### src/dcs_pkg.sv
// Shared types and constants of the discrete CDF sampler.
// No dependencies.
`timescale 1ns / 1ps
`default_nettype none

package dcs_pkg;

  localparam int DefDepth      = 1024;
  localparam int DefWeightBits = 16;
  localparam int DefFracBits   = 24;
  localparam int IndexBits     = 10;  // width of the index result field
  localparam int QueueDepth    = 2;   // words between front and back

  // Command class decided by the front end.
  typedef enum logic [1:0] {
    OpLoad,
    OpLoadFirst,
    OpQuery
  } op_e;

  localparam int OpBits = $bits(op_e);

endpackage

`default_nettype wire

### src/dcs_front.sv
// Front end: accepts command words and classifies them into queue words.
// Depends on dcs_pkg.
`timescale 1ns / 1ps
`default_nettype none

module dcs_front import dcs_pkg::*; #(
  parameter int WeightBits = DefWeightBits,
  parameter int FracBits   = DefFracBits,
  localparam int DataBits  = (WeightBits > FracBits) ? WeightBits : FracBits,
  localparam int WordBits  = DataBits + OpBits
) (
  input  wire logic                  start_i,
  input  wire logic                  req_type_i,
  input  wire logic                  first_entry_i,
  input  wire logic [WeightBits-1:0] weight_i,
  input  wire logic [FracBits-1:0]   r_fraction_i,
  input  wire logic                  full_i,
  output logic                       busy_o,
  output logic                       push_o,
  output logic [WordBits-1:0]        word_o
);

  op_e                 op;
  logic [DataBits-1:0] data;

  // Loads carry the weight, queries the fraction; the other field is dropped.
  always_comb begin
    if (req_type_i) begin
      op   = OpQuery;
      data = DataBits'(r_fraction_i);
    end else begin
      op   = first_entry_i ? OpLoadFirst : OpLoad;
      data = DataBits'(weight_i);
    end
  end

  assign busy_o = full_i;
  assign push_o = start_i && !full_i;
  assign word_o = {op, data};

endmodule

`default_nettype wire

### config.mk
export PLATFORM = sky130hd
export DESIGN_NAME = dcs_front
export DESIGN_NICKNAME = d
export VERILOG_FILES = /design/src/dcs_pkg.sv /design/src/dcs_front.sv
export SDC_FILE = /design/constraint.sdc
export NUM_CORES = 1
export LEC_CHECK = 0
export BUFFER_PORTS_ARGS = -buffer_cell sky130_fd_sc_hd__buf_2
export CORE_UTILIZATION = 25
export DETAILED_ROUTE_END_ITERATION = 7
export GPL_TIMING_DRIVEN = 0
export PLACE_DENSITY = 0.93
export SLEW_MARGIN = 15
export SYNTH_ARGS = -nofsm -noshare
export SYNTH_HDL_FRONTEND = slang
export SYNTH_SLANG_ARGS = --single-unit
### constraint.sdc
create_clock -name vclk -period 1
set_input_delay 0.2 -clock vclk [all_inputs]
set_output_delay 0.2 -clock vclk [all_outputs]
set_load 0.005 [all_outputs]
After elaboration in Yosys (flattened, before gate mapping)
Cells that the tools add are included.

Reduce and logical (&&, ||, !) cells: 2. $lt $le $gt $ge: 0. Muxes and demuxes: 3. Multipliers: 0. Div/mod/pow operators: 0. Bitwise operators: 0. Add/sub/neg operators: 0. Shift-type cells: 0. Equality and inequality tests: 0.

Operator list (count): 24-bit two-way mux (1); 2-bit two-way mux (1); 1-bit logical AND (1); 1-bit logical NOT (1); 1-bit two-way mux (1).

Memories kept: 0. Latch bits: 0. Bits of input ports: 44. Word-level logic and storage cells: 5. Bits in read-only memories: 0. RAM bits: 0. Bits in registers: 0.

Longest topological paths before layout
Word-level depth: 2. Gate-level depth with buffers: 3. Mapped depth without buffers: 1.

Worst setup path after synthesis
Ideal clock, no wire load.

Path kind: input port to output port. Start point: input req_type_i. End point: output word_o[10]. Data arrival time: 0.750 ns. Slack: 0.050 ns. Path buffers: 2. Stages on the path: 3. Cell sequence: buf_6 -> buf_12 -> mux2_4.

Cells in the longest elaborated chain, start to end: 1.

RTL lines: start, declared (line dcs_front.sv:13) `input wire logic req_type_i,`; 24-bit two-way mux (line dcs_front.sv:28) `if (req_type_i) begin`; end, declared (line dcs_front.sv:20) `output logic [WordBits-1:0] word_o`.

No other way between the ends.

Worst setup path after layout
Start point: input req_type_i. End point: output word_o[5].

Same word-level chain as after synthesis.

==> run_results.csv <==
group,metric,value,unit
detailed_routing,routed_wl,1.51,mm
yosys,netlist_top_cells_count,"mux2_4, and2_1, mux2_2",
global_routing,gr-total-overflow,0,
place,dpl.hpwl,984,um
floorplan,placeable_core_area,0.00119,mm^2
detailed_routing,drt_first_iter_violations,3,
worst_setup_path,timing_worst_setup_path_type,"in -> out",
worst_setup_path,critical-path-max-stage-delay,300,ps
run_status,failed_checks,"negative setup slack",
detailed_routing,drt_first_pass_iters,2,
floorplan,io_pins,72,
global_routing,antenna_found_initial,0,
place,place_congestion,0.602,
worst_setup_path,worstPathBufferInverterCount,3,
worst_setup_path,crit_chain,"buf_12 > buf_12 > mux2_4 > buf_6",
timing,maxSlewHeadroom,94.0,%
floorplan,chipWidth,39.0,um
detailed_routing,drc,0,
pwr,pwr-share-comb,100.0,%
worst_hold_path,hold_path.class,"in -> out",
timing,hold_viol_final,0,
yosys,synthTopCellsByArea,"mux2_4, mux2_2, and2_1",
floorplan,design.die.area,0.00152,mm^2
timing,tightest_slew,89.3,ps
global_routing,grt_start_max_net_pins,11,
global_routing,grt_first_pass_wirelength,1.66,mm
pwr,switching_power,120,uW
global_routing,gr-usage-all-layers,15.0,%
worst_setup_path,worstPathMaxFanout,8,
yosys,syn-instance-count,31,
worst_setup_path,cp_common_cell,"buf_12",
finish,layout.sequential_cells,0,
timing,post-route-worst-setup-slack,-72.5,ps
yosys,seq_area_frac_synth,0,%
finish,clockBufferCount,0,
timing,post-route-period-util,107,%
worst_setup_path,cp_top_family,"buffers and inverters",
detailed_routing,vias,533,
worst_setup_path,start_kind,"input port",
yosys,synth_area_leader_cell,"mux2_4",
pwr,power.density,455,mW/mm^2
timing,finalSetupTns,-742,ps
yosys,netlist.area_leader.share,48.4,%
detailed_routing,detail_route.wl_per_cell,12.8,um
timing,whs,568,ps
pwr,share_seq_of_total_power,0,%
finish,drive_above_1_share,98.1,%
yosys,synth_area_per_cell,11.0,um^2
yosys,ys_warn_count,0,
detailed_routing,number_of_nets_still_failing_antenna_checks_after_routing,0,
finish,seq_area,0,um^2
worst_setup_path,critical_path.endpoint_type,"output port",
timing,setup_viol_count_final,19,
finish,insertedDiodeCount,0,
worst_setup_path,critical_path_arrival,870,ps
detailed_routing,routed_via_density,4.52,
place,io_buffer_count,71,
run,cap_viol_max_count,0,
finish,area_growth,167,%
pwr,power.switching_fraction,28.8,%
worst_setup_path,crit_slowest_cell,"mux2_4",
yosys,post_synth_num_cell_types,7,
pwr,power.clock.fraction,0,%
timing,unrepaired_setup_endpoints_after_global_routing,"true",
timing,slew_viol_final,0,
yosys,yosys.cell_count.top_type,"mux2_4",
timing,max_clock_freq,932,MHz
timing,period_minus_slack,1070,ps
floorplan,die_height,39.0,um
pwr,total_leakage_power,0.530,nW
pwr,vdd_drop_max,220,uV
finish,layout.filler_cells,71,
global_routing,number_of_global_route_vias_before_repair,443,
run_status,result_of_the_run,"finished with violations",
floorplan,rows,12,
clock_network,hold_bufs_at_cts,0,
finish,final_net_count,150,
pwr,intPower,296,uW
worst_setup_path,critPathRequiredTime,800,ps
yosys,synth.cell_area,342,um^2
floorplan,floorplan.initialDensity,28.8,%
yosys,synthesis.nets,75,
[metal layers]
layer	track usage (%)	share of wire [%]
met1	12.2	31
met2	37.5	60
met4	0	1.1
met3	0.578	7.4
met5	0	0
[metrics by stage]
stage	cells	cell area, um^2	utilization [%]	total power [mW]	worst slack (ps)
final	118	913	77.0	0.416	-72.5
after global routing	118	913	77.0	0.444	-81.6
after CTS	117	782	65.9	0.336	-67.3
after detailed placement	116	714	60.2	0.297	-90.3
after global placement	116	714	60.2	0.287	-75.6
after floorplan	31	342	-	0.144	50.4
[layout make-up]
type	instances	area [um^2]	share of cell area [%]
Timing Repair Buffer	73	522	57.1
Multi-Input combinational cell	26	304	33.3
Buffer	5	70.1	7.67
Tap cell	14	17.5	1.92
[layout by cell type (no fill, tap or decap), drive strengths merged]
| cell type | count |
|---|---|
| and2 | 8 |
| buf | 78 |
| mux2 | 16 |
| nor2b | 2 |
[cell families (layout without fill, tap and decap cells)]
kind of cell | count (synthesis) | in the layout | synth area share [%]
buf+inv | 5 | 78 | 16.8
mux | 16 | 16 | 64.8
simple gates | 10 | 10 | 18.3
[final timing paths]
check  cells past startpoint       start    endpoint  slack, ps
max                        4  req_type_i   word_o[5]        -70
min                        2  req_type_i  word_o[25]        570
[power groups by stage]
stage / clock network [mW] / registers [mW] / logic [mW]
floorplan: 0 / 0 / 0.144
global placement: 0 / 0 / 0.287
detailed placement: 0 / 0 / 0.297
CTS: 0 / 0 / 0.336
global route: 0 / 0 / 0.444
finish: 0 / 0 / 0.416
[timing repair]
action	in CTS	in global routing
resized for setup	8	23
setup buffers	0	1
gates cloned	1	0
endpoints found under the setup margin	11	11
(Power assumes the default switching activity.)
