**src/dcs_pkg.sv**
```systemverilog
// Shared types and constants of the discrete CDF sampler.
// No dependencies.
`timescale 1ns / 1ps
`default_nettype none

package dcs_pkg;

  localparam int DefDepth      = 1024;
  localparam int DefWeightBits = 16;
  localparam int DefFracBits   = 24;
  localparam int IndexBits     = 10;  // width of the index result field
  localparam int QueueDepth    = 2;   // words between front and back

  // Command class decided by the front end.
  typedef enum logic [1:0] {
    OpLoad,
    OpLoadFirst,
    OpQuery
  } op_e;

  localparam int OpBits = $bits(op_e);

endpackage

`default_nettype wire

```
**src/dcs_fifo.sv**
```systemverilog
// Short register queue between the front and back ends.
// Depends on dcs_pkg for the default depth.
`timescale 1ns / 1ps
`default_nettype none

module dcs_fifo import dcs_pkg::*; #(
  parameter int Width = 8,
  parameter int Depth = QueueDepth,
  localparam int PtrBits = (Depth > 1) ? $clog2(Depth) : 1,
  localparam int CntBits = $clog2(Depth + 1)
) (
  input  wire logic             clk_i,
  input  wire logic             rst_ni,
  input  wire logic             push_i,
  input  wire logic [Width-1:0] data_i,
  output logic                  full_o,
  output logic                  valid_o,
  output logic [Width-1:0]      data_o,
  input  wire logic             pop_i
);

  logic [Width-1:0]   slot_q [Depth];
  logic [PtrBits-1:0] wr_ptr_q, wr_ptr_d, rd_ptr_q, rd_ptr_d;
  logic [CntBits-1:0] count_q, count_d;

  always_comb begin
    wr_ptr_d = wr_ptr_q;
    rd_ptr_d = rd_ptr_q;
    count_d  = count_q;
    if (push_i) begin
      wr_ptr_d = (wr_ptr_q == PtrBits'(Depth - 1)) ? '0 : wr_ptr_q + PtrBits'(1);
    end
    if (pop_i) begin
      rd_ptr_d = (rd_ptr_q == PtrBits'(Depth - 1)) ? '0 : rd_ptr_q + PtrBits'(1);
    end
    if (push_i && !pop_i) begin
      count_d = count_q + CntBits'(1);
    end else if (pop_i && !push_i) begin
      count_d = count_q - CntBits'(1);
    end
  end

  always_ff @(posedge clk_i or negedge rst_ni) begin
    if (!rst_ni) begin
      wr_ptr_q <= '0;
      rd_ptr_q <= '0;
      count_q  <= '0;
    end else begin
      wr_ptr_q <= wr_ptr_d;
      rd_ptr_q <= rd_ptr_d;
      count_q  <= count_d;
    end
  end

  always_ff @(posedge clk_i) begin
    if (push_i) begin
      slot_q[wr_ptr_q] <= data_i;
    end
  end

  assign full_o  = (count_q == CntBits'(Depth));
  assign valid_o = (count_q != '0);
  assign data_o  = slot_q[rd_ptr_q];

endmodule

`default_nettype wire

```
**config.mk**
```make
export PLATFORM = sky130hd
export DESIGN_NAME = dcs_fifo
export DESIGN_NICKNAME = d
export VERILOG_FILES = /design/src/dcs_pkg.sv /design/src/dcs_fifo.sv
export SDC_FILE = /design/constraint.sdc
export NUM_CORES = 1
export LEC_CHECK = 0
export BUFFER_PORTS_ARGS = -buffer_cell sky130_fd_sc_hd__buf_2
export CAP_MARGIN = 20
export CORE_ASPECT_RATIO = 1.75
export CORE_UTILIZATION = 25
export DETAILED_ROUTE_END_ITERATION = 6
export HOLD_SLACK_MARGIN = 0.02
export SETUP_SLACK_MARGIN = 0.5
export SYNTH_ARGS = -nofsm -noshare
export SYNTH_HDL_FRONTEND = slang
export SYNTH_SLANG_ARGS = --single-unit
export TNS_END_PERCENT = 20
```
**constraint.sdc**
```tcl
create_clock -name clk_i -period 1.2 [get_ports clk_i]
set_clock_uncertainty 0.05 [all_clocks]
set_input_delay 0.12 -clock clk_i [delete_from_list [all_inputs] [get_ports clk_i]]
set_output_delay 0.12 -clock clk_i [all_outputs]
set_load 0.01 [all_outputs]
```
## After elaboration in Yosys (flattened, before gate mapping)

Memories as Yosys holds them, arrays and structs flattened.
Index checks and enable logic that the tools add are counted.

- Bits of input ports: 12
- ROM bits: 0
- Latch bits: 0
- Output and inout bits: 10
- Flip-flop bits (word level): 4
- Memories kept: 1
- Word-level logic and storage cells: 21
- Memory bits (writable): 16

- Shift-type cells: 0
- Reductions and logical operators: 6
- Order comparisons: 0
- $mul: 0
- $add $sub $neg: 4
- Div/mod/pow operators: 0
- Equality and inequality tests: 1
- Multiplexer cells: 6
- Bitwise logic cells: 0

Memory list:

| name | words | width | read ports | clocked after Yosys merged registers in | write ports | RTL line | RTL |
|---|---|---|---|---|---|---|---|
| slot_q | 2 | 8 | 1 | 0 | 1 | dcs_fifo.sv:22 | `logic [Width-1:0] slot_q [Depth];` |

Operator list:

| kind | count |
|---|---|
| 1-bit two-way mux | 4 |
| 2-bit two-way mux | 2 |
| 2-bit nonzero test | 2 |
| 1-bit adder (second input constant) | 2 |
| 2-bit by 1-bit adder with 2-bit output (second input constant) | 1 |
| 2-bit == test (second input constant) | 1 |
| 1-bit logical AND | 2 |
| 1-bit logical NOT | 2 |
| 2-bit by 1-bit subtractor with 2-bit output (second input constant) | 1 |

## Depth between registers and ports, before layout

Gate-level depths: netlist (run 1).

- Depth in word-level cells: 4
- Gate-level depth with buffers: 5

## Least setup slack after synthesis (run 1)

Ideal clock, no wire load.

- Path kind: register to register
- Start point: register wr_ptr_q
- End point: memory slot_q[0][0], enable pin
- Setup slack: -0.012 ns
- Setup time: 0.373 ns
- Cell stages (with the launch flop): 2
- Required time: 0.777 ns
- Arrival: 0.789 ns
- Cell sequence: dfrtp_1 > nor2b_1

RTL lines:

| item | RTL line | RTL |
|---|---|---|
| from (decl) | dcs_fifo.sv:23 | `logic [PtrBits-1:0] wr_ptr_q, wr_ptr_d, rd_ptr_q, rd_ptr_d;` |
| from (signal assigned) | dcs_fifo.sv:49 | `wr_ptr_q <= wr_ptr_d;` |
| to (decl) | dcs_fifo.sv:22 |  |

Straight into the memory's write port.

## Worst setup path after layout (run 1)

- Start point: register rd_ptr_q
- End point: output data_o[1]

- Cells in the longest elaborated chain, start to end: 1

RTL lines:

| item | RTL line | RTL |
|---|---|---|
| from (decl) | dcs_fifo.sv:23 |  |
| from (signal assigned) | dcs_fifo.sv:50 | `rd_ptr_q <= rd_ptr_d;` |
| memory read 2 x 8 bit | -- |  |
| to (decl) | dcs_fifo.sv:18 | `output logic [Width-1:0] data_o,` |

No other way between the ends.

==> results of run 1 <==
==> metal layers <==
metal	GRT usage (%)	up-vias	wire [um]
met5	0	-	0
met3	0.711	2	50
met1	8.99	211	486
li1	-	201	-
met2	14.5	15	694
met4	5.05	0	32
==> registers in the layout, summed over array words and instances, names as in the netlist <==
name	flops
slot_q	16
count_q	2
rd_ptr_q	1
wr_ptr_q	1
==> cell type report <==
class	instances	share of cell area, %
sequential	20	54.2
multi-input combinational	19	17.7
timing repair buffer	25	19.3
clock buffer	4	5.13
tap	28	3.26
inverter	1	0.350
==> cell usage after synthesis, drive strengths merged <==
cell,number
and2,1
dfrtp,4
and2b,1
nor2,1
xor2,4
nor2b,1
inv,1
ha,1
xnor2,1
mux2,8
or2,1
edfxtp,16
buf,1
==> what timing repair did <==
item / in CTS / in global routing
setup endpoints to repair: 30 / 30
endpoints found under the hold margin: 21 / 17
setup buffers: 2 / 0
resized for setup: 12 / 4
pin swaps: 5 / 3
==> how the worst max path moves through the flow <==
stage	start	endpoint	slack, ns	cells past startpoint
2_1_floorplan	wr_ptr_q	slot_q[0][0]	0.22	1
3_3_place_gp	rd_ptr_q	data_o[6]	-0.05	2
3_5_place_dp	rd_ptr_q	data_o[1]	-0.07	2
4_1_cts	rd_ptr_q	data_o[7]	-0.19	3
5_1_grt	rd_ptr_q	data_o[1]	-0.22	3
6_report	rd_ptr_q	data_o[1]	-0.18	3
==> kinds of logic after synthesis <==
logic type,Yosys count
fa+ha+maj,1
xor+xnor,5
flops,20
mux,8
simple gates,5
buf+inv,2
==> metrics by stage <==
stage | instances | power [mW] | TNS (ns) | util, %
after global routing | 97 | 2.63 | -1.77 | 36.7
after floorplan | 41 | 1.50 | 0 | -
after CTS | 97 | 2.47 | -1.49 | 35.9
final | 97 | 2.50 | -1.39 | 36.7
after detailed placement | 90 | 1.74 | -0.432 | 31.4
after global placement | 90 | 1.72 | -0.316 | 31.4
==> where the power goes <==
group          switching, mW  leakage (nW)  total [mW]  internal [mW]
registers             0.0959         0.196        1.04          0.947
logic                  0.375         0.212       0.966          0.591
clock network          0.201        0.0288       0.493          0.292
total                  0.673         0.437        2.50           1.83
==> flow_summary_export.csv, run 1 <==
group,metric,value,unit
run_status,status,"finished with violations",
run_status,violations,"DRC, setup timing",
worst_setup_path,r2r-end,"slot_q[0][4]",
layout,final_cell_mix,"edfxtp_1, buf_6, buf_2, mux2_2",
pwr,p_per_area,2330,nW/um2
placed_design,pre_cts_ws,-0.0684,ns
synth,yosysTopAreaCell,"edfxtp_1",
floorplanning,initial_core_util,26.4,%
synth,synth_top_family_by_area,"multiplexers",
timing,fmax,0.723,GHz
clock_network,tritoncts,"yes",
worst_setup_path,crit_slowest_cell,"dfrtp_2",
layout,finalInstanceArea,1070,um2
clock_network,insertion_delay,0.25,ns
synth,synth_compound_area_share,0,%
drt,drc,2,
drt,num_vias,429,
timing,relSlewSlack,82.0,%
timing,whs,0.00113,ns
floorplanning,boundaryPins,22,
worst_setup_path,crit_arrival,1.21,ns
synth,syn_nets,54,
clock_network,htreeDepth,1,
timing,rsz0062_at_grt,"true",
synth,synth_area_leaders,"edfxtp_1, dfrtp_1, mux2_2",
floorplanning,num_rows,26,
drt,drtIter0Drc,6,
timing,setup_viol,10,
pwr,ir_worst_vdd,0.00125,V
global_route,grt_antenna_before_repair,0,
clock_network,hold_buffers,1,
placed_design,place_hpwl,930,um
placed_design,dpl_cell_area,920,um2
synth,synthDistinctLibCells,13,
floorplanning,dieWidth,44.0,um
layout,seqCellArea,582,um2
drt,viasPerCell,4.42,
hold_path,hp-start,"data_i[5]",
global_route,grt_max_degree,12,
clock_network,clock_path_buffers,2,
flow_run,maxCapViolCount,0,
worst_setup_path,slowest_delay,0.37,ns
synth,synth_xor_area_share,5.66,%
worst_setup_path,crit_type,"reg2out",
synth,synth_top_area_share,62.1,%
synth,synth-simple-area-share,4.05,%
worst_setup_path,r2r-start,"wr_ptr_q",
worst_setup_path,cp_cell_sequence,"buf_6 > mux2_2 > buf_6",
timing,fin_crit,1.38,ns
clock_network,cts_made_buffers,3,
floorplanning,dieArea,3330,um2
worst_setup_path,crit_family,"flip-flops",
floorplanning,coreArea,2930,um2
hold_path,hold_depth,1,
layout,multi_input_area,190,um2
worst_setup_path,r2r_setup_slack,0.13,ns
worst_setup_path,rr_worst_depth,1,
synth,synth_fa_ha_area_share,1.62,%
placed_design,io_buffers,21,
clock_network,cts_sinks,20,
pwr,leakage,0.437,nW
synth,syn_area,773,um2
layout,layout_commonest_cell,"edfxtp_1",
worst_setup_path,end_kind,"primary output",
global_route,grt_usage,8.11,%
timing,min_period_over_period,115,%
drt,wirelength,1260,um
hold_path,hold_path_end,"slot_q[1][5]",
timing,worstMarginPinSlew,0.269,ns
global_route,grt-ovfl-total,0,
hold_path,hp-class,"in2reg",
clock_network,cts-root-buf,"clkbuf_8",
drt,drtAntennaViolNets,0,
synth,yosys_warnings,0,
drt,first_pass_iters,6,
worst_setup_path,required,1.03,ns
layout,drive_gt1_share,59.4,%
placed_design,gp_congestion,0.590,
layout,syn_to_final_growth,38.8,%
global_route,grt_pass1_vias,431,
timing,slew_violations,0,
synth,synth_mux_area_share,11.7,%
timing,setup_ws,-0.182,ns
timing,finalHoldViolCount,0,
synth,yosysSeqAreaShare,75.1,%
synth,syn_avg_cell_area,18.9,um2
layout,num-fill-cells,290,
drt,wire_per_inst,13.0,um
clock_network,clkSlewWorstSetupHoldPaths,0.07,ns
worst_setup_path,crit_top_cell,"buf_6",
synth,synthCells,41,
worst_setup_path,critPathMaxFanout,5,
global_route,grt_pass1_wl,1880,um
floorplanning,die_h,75.6,um
worst_setup_path,critPathBufInv,2,
layout,num_antenna_cells,0,
worst_setup_path,start_kind,"flip-flop",
layout,fin_nets,83,
synth,ys_ff_latch,20,
No activity file was read; power rests on OpenSTA's default activity.
==> run 2: changes to the inputs <==
--- a/config.mk
+++ b/config.mk
@@ -9,6 +9,7 @@
 export CAP_MARGIN = 20
 export CORE_ASPECT_RATIO = 1.75
 export CORE_UTILIZATION = 25
+export CTS_BUF_LIST = sky130_fd_sc_hd__clkbuf_4
 export DETAILED_ROUTE_END_ITERATION = 6
 export HOLD_SLACK_MARGIN = 0.02
 export SETUP_SLACK_MARGIN = 0.5
==> run 2 against run 1 <==
Non-clock buffer count is the same. Fmax shrank 3.9%. Total power shrank 6.9%. The flow finishes with violations (DRC, hold timing, setup timing). Clock power shrank 36%. Combinational power grew 0.4%. Worst hold slack lost 0.046 ns. Final area shrank 2.7%. Via count grew 2.1%. Register-to-register slack lost 0.02 ns.
==> flow_summary_export.csv, run 2 (synthesized netlist as in run 1, its figures left out) <==
group,metric,value,unit
layout,final_cell_mix,"edfxtp_1, buf_6, buf_2, mux2_2, xor2_1",
clock_network,insertion_delay,0.30,ns
drt,viasPerCell,4.52,
floorplanning,dieWidth,44.0,um
clock_network,cts-root-buf,"clkbuf_4",
timing,setup_viol,10,
global_route,grt_max_degree,12,
pwr,total_power,2.33,mW
clock_network,hold_buffers,1,
timing,min_period_over_period,120,%
global_route,grt_antenna_before_repair,0,
clock_network,htreeDepth,1,
drt,wirelength,1310,um
global_route,grt_usage,8.46,%
floorplanning,boundaryPins,22,
timing,fin_crit,1.44,ns
worst_setup_path,end_kind,"primary output",
placed_design,io_buffers,21,
flow_run,maxCapViolCount,0,
placed_design,dp_cells,90,
hold_path,hp-class,"in2reg",
run_status,status,"finished with violations",
layout,fin_cells,97,
layout,fin_nets,83,
global_route,grt_pass1_wl,1930,um
drt,drc,2,
drt,wl_met3,58,um
timing,relSlewSlack,81.3,%
placed_design,gp_congestion,0.590,
layout,top_regs,"slot_q (16), count_q (2)",
layout,fin_util,35.7,%
global_route,grt_pass1_vias,443,
drt,wl_met1,514,um
placed_design,pre_cts_ws,-0.0684,ns
pwr,p_per_area,2230,nW/um2
worst_setup_path,crit_type,"reg2out",
layout,multi_input_area,190,um2
layout,num_antenna_cells,0,
pwr,leakage,0.424,nW
timing,fmax,0.695,GHz
layout,largest_reg_flops,16,
drt,first_pass_iters,6,
floorplanning,num_rows,26,
layout,finalInstanceArea,1040,um2
placed_design,place_hpwl,930,um
layout,seqCellArea,582,um2
clock_network,clock_path_buffers,2,
floorplanning,initial_core_util,26.4,%
drt,drtIter0Drc,6,
floorplanning,die_h,75.6,um
run_status,violations,"DRC, hold timing, setup timing",
clock_network,tritoncts,"yes",
timing,worstMarginPinSlew,0.279,ns
drt,wl_met2,709,um
clock_network,cts_sinks,20,
pwr,ir_worst_vdd,0.000959,V
timing,whs,-0.0448,ns
layout,regMostFlops,"slot_q",
placed_design,dpl_cell_area,920,um2
timing,finalHoldViolCount,17,
worst_setup_path,start_kind,"flip-flop",
worst_setup_path,critPathMaxFanout,5,
clock_network,clkSlewWorstSetupHoldPaths,0.11,ns
layout,drive_gt1_share,58.0,%
layout,layout_commonest_cell,"edfxtp_1",
layout,num-fill-cells,293,
worst_setup_path,crit_arrival,1.27,ns
floorplanning,dieArea,3330,um2
drt,top_layer,"met4",
drt,wire_per_inst,13.5,um
layout,syn_to_final_growth,35.1,%
timing,setup_ws,-0.239,ns
global_route,grt-ovfl-total,0,
timing,rsz0062_at_grt,"true",
drt,drtAntennaViolNets,0,
drt,num_vias,438,
clock_network,cts_made_buffers,3,
timing,slew_violations,0,
timing,finalSetupTns,-1.97,ns
worst_setup_path,required,1.03,ns
floorplanning,coreArea,2930,um2
==> run 2: timing repair <==
item,CTS,global route
buffers inserted,2,0
setup endpoints to repair,30,30
pin swaps,5,3
hold endpoints to repair,22,18
gates resized for setup,12,4
==> run 2: layout make-up <==
| cell class | instances | share of cell area, % |
|---|---|---|
| clock inverters | 1 | 0.359 |
| repair buffers | 25 | 19.9 |
| inverters | 1 | 0.359 |
| flip-flops and latches | 20 | 55.7 |
| multi-input cells | 19 | 18.2 |
| well taps | 28 | 3.35 |
| clock buffers | 3 | 2.16 |
==> run 2: per-layer routing <==
| layer | vias to the layer above | GRT usage (%) |
|---|---|---|
| li1 | 201 | - |
| met1 | 218 | 9.01 |
| met3 | 4 | 1.42 |
| met4 | 0 | 6.06 |
| met5 | - | 0 |
| met2 | 15 | 14.7 |
==> run 2: path summary, 6_finish.rpt <==
kind	end	depth (start not counted)	from	slack (ns)
min in group asynchronous	count_q[0]	2	rst_ni	0.09
hold reg to reg	count_q[1]	1	count_q[1]	0.45
setup reg to reg	slot_q[0][4]	1	wr_ptr_q	0.11
setup / recovery	data_o[1]	3	rd_ptr_q	-0.24
max in group asynchronous	rd_ptr_q	2	rst_ni	0.88
hold / removal	slot_q[1][5]	1	data_i[5]	-0.04
==> run 2: power breakdown <==
part           internal [mW]  total [mW]  switching (mW)
sequential             0.945        1.04          0.0970
combinational          0.591       0.970           0.379
clock                  0.121       0.317           0.196
total                   1.66        2.33           0.672
==> run 2: worst max-delay path, cell delays in order, from the launching register on <==
cell and delay (ns):
dfrtp_2 0.39, buf_6 0.12, mux2_2 0.34, buf_6 0.12
==> run 3: changes to the inputs <==
==> constraint.sdc (replaced) <==
create_clock -name clk_i -period 1.9 [get_ports clk_i]
set_clock_uncertainty 0.05 [all_clocks]
set_input_delay 0.19 -clock clk_i [delete_from_list [all_inputs] [get_ports clk_i]]
set_output_delay 0.19 -clock clk_i [all_outputs]
set_load 0.01 [all_outputs]
==> run 3 against run 2 <==
The run now ends clean. Via count grew 1.4%. Critical path type unchanged. Register-to-register slack better by 0.64 ns. Global-route usage down 0.61 points. Sequential power down 37%. Sequential share of layout area decreased by 1.4 points. First-iteration DRC count is 50% higher. Count of clock-buffer cells in the layout unchanged. Combinational power down 49%. Largest cell class unchanged.
==> flow_summary_export.csv, run 3 (synthesized netlist as in run 1, its figures left out) <==
group,metric,value,unit
clock_network,tritoncts,"yes",
floorplanning,boundaryPins,22,
timing,fmax,0.666,GHz
pwr,ir_worst_vdd,0.000567,V
timing,min_period_over_period,79.0,%
drt,num_vias,444,
global_route,grt_pass1_vias,423,
placed_design,place_hpwl,844,um
timing,slew_violations,0,
floorplanning,dieArea,3330,um2
global_route,grt_max_degree,12,
drt,wirelength,1270,um
worst_setup_path,critPathMaxFanout,5,
clock_network,clkSlewWorstSetupHoldPaths,0.10,ns
layout,final_cell_mix,"buf_2, edfxtp_1, dlygate4sd3_1, mux2_2",
placed_design,gp_congestion,0.672,
timing,worstMarginPinSlew,0.390,ns
drt,first_pass_iters,6,
worst_setup_path,end_kind,"primary output",
run_status,status,"finished clean",
drt,drtIter0Drc,9,
layout,drive_gt1_share,48.7,%
clock_network,clock_path_buffers,2,
layout,layout_commonest_cell,"buf_2",
drt,drtAntennaViolNets,0,
timing,finalSetupTns,0,ns
worst_setup_path,crit_type,"reg2out",
floorplanning,die_h,75.6,um
global_route,grt-ovfl-total,0,
hold_path,hp-class,"in2reg",
floorplanning,dieWidth,44.0,um
floorplanning,initial_core_util,26.4,%
global_route,grt_pass1_wl,1850,um
clock_network,htreeDepth,1,
worst_setup_path,start_kind,"flip-flop",
clock_network,cts_sinks,20,
layout,fin_nets,92,
layout,syn_to_final_growth,38.7,%
timing,setup_viol,0,
timing,rsz0062_at_grt,"true",
drt,viasPerCell,4.19,
floorplanning,coreArea,2930,um2
drt,wire_per_inst,12.0,um
layout,fin_util,36.6,%
timing,relSlewSlack,74.0,%
global_route,grt_antenna_before_repair,0,
placed_design,io_buffers,21,
worst_setup_path,rr_worst_depth,1,
timing,whs,0.0642,ns
layout,num-fill-cells,295,
clock_network,cts_made_buffers,3,
pwr,p_per_area,1250,nW/um2
hold_path,hold_depth,2,
worst_setup_path,required,1.66,ns
timing,fin_crit,1.50,ns
flow_run,maxCapViolCount,0,
clock_network,insertion_delay,0.29,ns
worst_setup_path,crit_arrival,1.26,ns
layout,num_antenna_cells,0,
pwr,total_power,1.34,mW
layout,largest_reg_flops,16,
layout,regMostFlops,"slot_q",
pwr,leakage,0.437,nW
layout,top_regs,"slot_q (16), count_q (2)",
drt,drc,0,
timing,finalHoldViolCount,0,
global_route,grt_usage,7.84,%
floorplanning,num_rows,26,
clock_network,cts-root-buf,"clkbuf_4",
-- run 3: changes by cell type in the layout (fill, tap and decap cells not counted), sizes merged --
| cell | before | now |
|---|---|---|
| dlygate4sd3 | 1 | 10 |
-- run 3: what timing repair did --
action | CTS | global route
cloned | 0 | 0
hold buffers | 3 | 7
setup buffers | 2 | 0
hold endpoints to repair | 8 | 13
endpoints found under the setup margin | 9 | 9
resized for setup | 7 | 0
-- run 3: critical path, cell delays in order (launching register included) --
cell and delay (ns):
dfrtp_2 0.39, buf_6 0.12, mux2_2 0.34, buf_6 0.12
-- run 3: cell type report --
class                   count  area [um2]  area share, %
clock inverters             1        3.75          0.350
multi-input cells          19         178           16.6
flip-flops and latches     20         582           54.3
repair buffers             34         248           23.1
inverters                   1        3.75          0.350
clock buffers               3        22.5           2.10
well taps                  28        35.0           3.27
-- run 3: layer usage --
layer / vias to the layer above / wire length, um / GRT usage (%)
li1: 219 / - / -
met1: 210 / 520 / 8.47
met2: 15 / 699 / 14.1
met3: 0 / 50 / 1.66
met4: 0 / 0 / 4.04
met5: - / 0 / 0
-- run 3: final timing paths --
| check | startpoint | to | slack (ns) |
|---|---|---|---|
| min in group asynchronous | rst_ni | count_q[1] | 0.19 |
| hold / removal | push_i | wr_ptr_q | 0.06 |
| hold reg to reg | count_q[1] | count_q[1] | 0.44 |
| setup / recovery | rd_ptr_q | data_o[3] | 0.40 |
| setup reg to reg | wr_ptr_q | slot_q[1][2] | 0.75 |
| max in group asynchronous | rst_ni | rd_ptr_q | 1.47 |
-- run 3: report_power, final --
group / switching (mW) / total (mW) / leakage, nW / internal [mW]
logic: 0.214 / 0.493 / 0.226 / 0.278
clock network: 0.116 / 0.193 / 0.0154 / 0.0763
registers: 0.0531 / 0.651 / 0.196 / 0.597
total: 0.383 / 1.34 / 0.437 / 0.952
-- run 3: through the flow --
| stage | std cells | worst slack, ns | cell area, um2 |
|---|---|---|---|
| global placement | 90 | 0.571 | 910 |
| finish | 106 | 0.399 | 1070 |
| detailed placement | 90 | 0.593 | 910 |
| global route | 106 | 0.329 | 1070 |
| CTS | 99 | 0.384 | 1000 |
| floorplan | 41 | 0.688 | 773 |
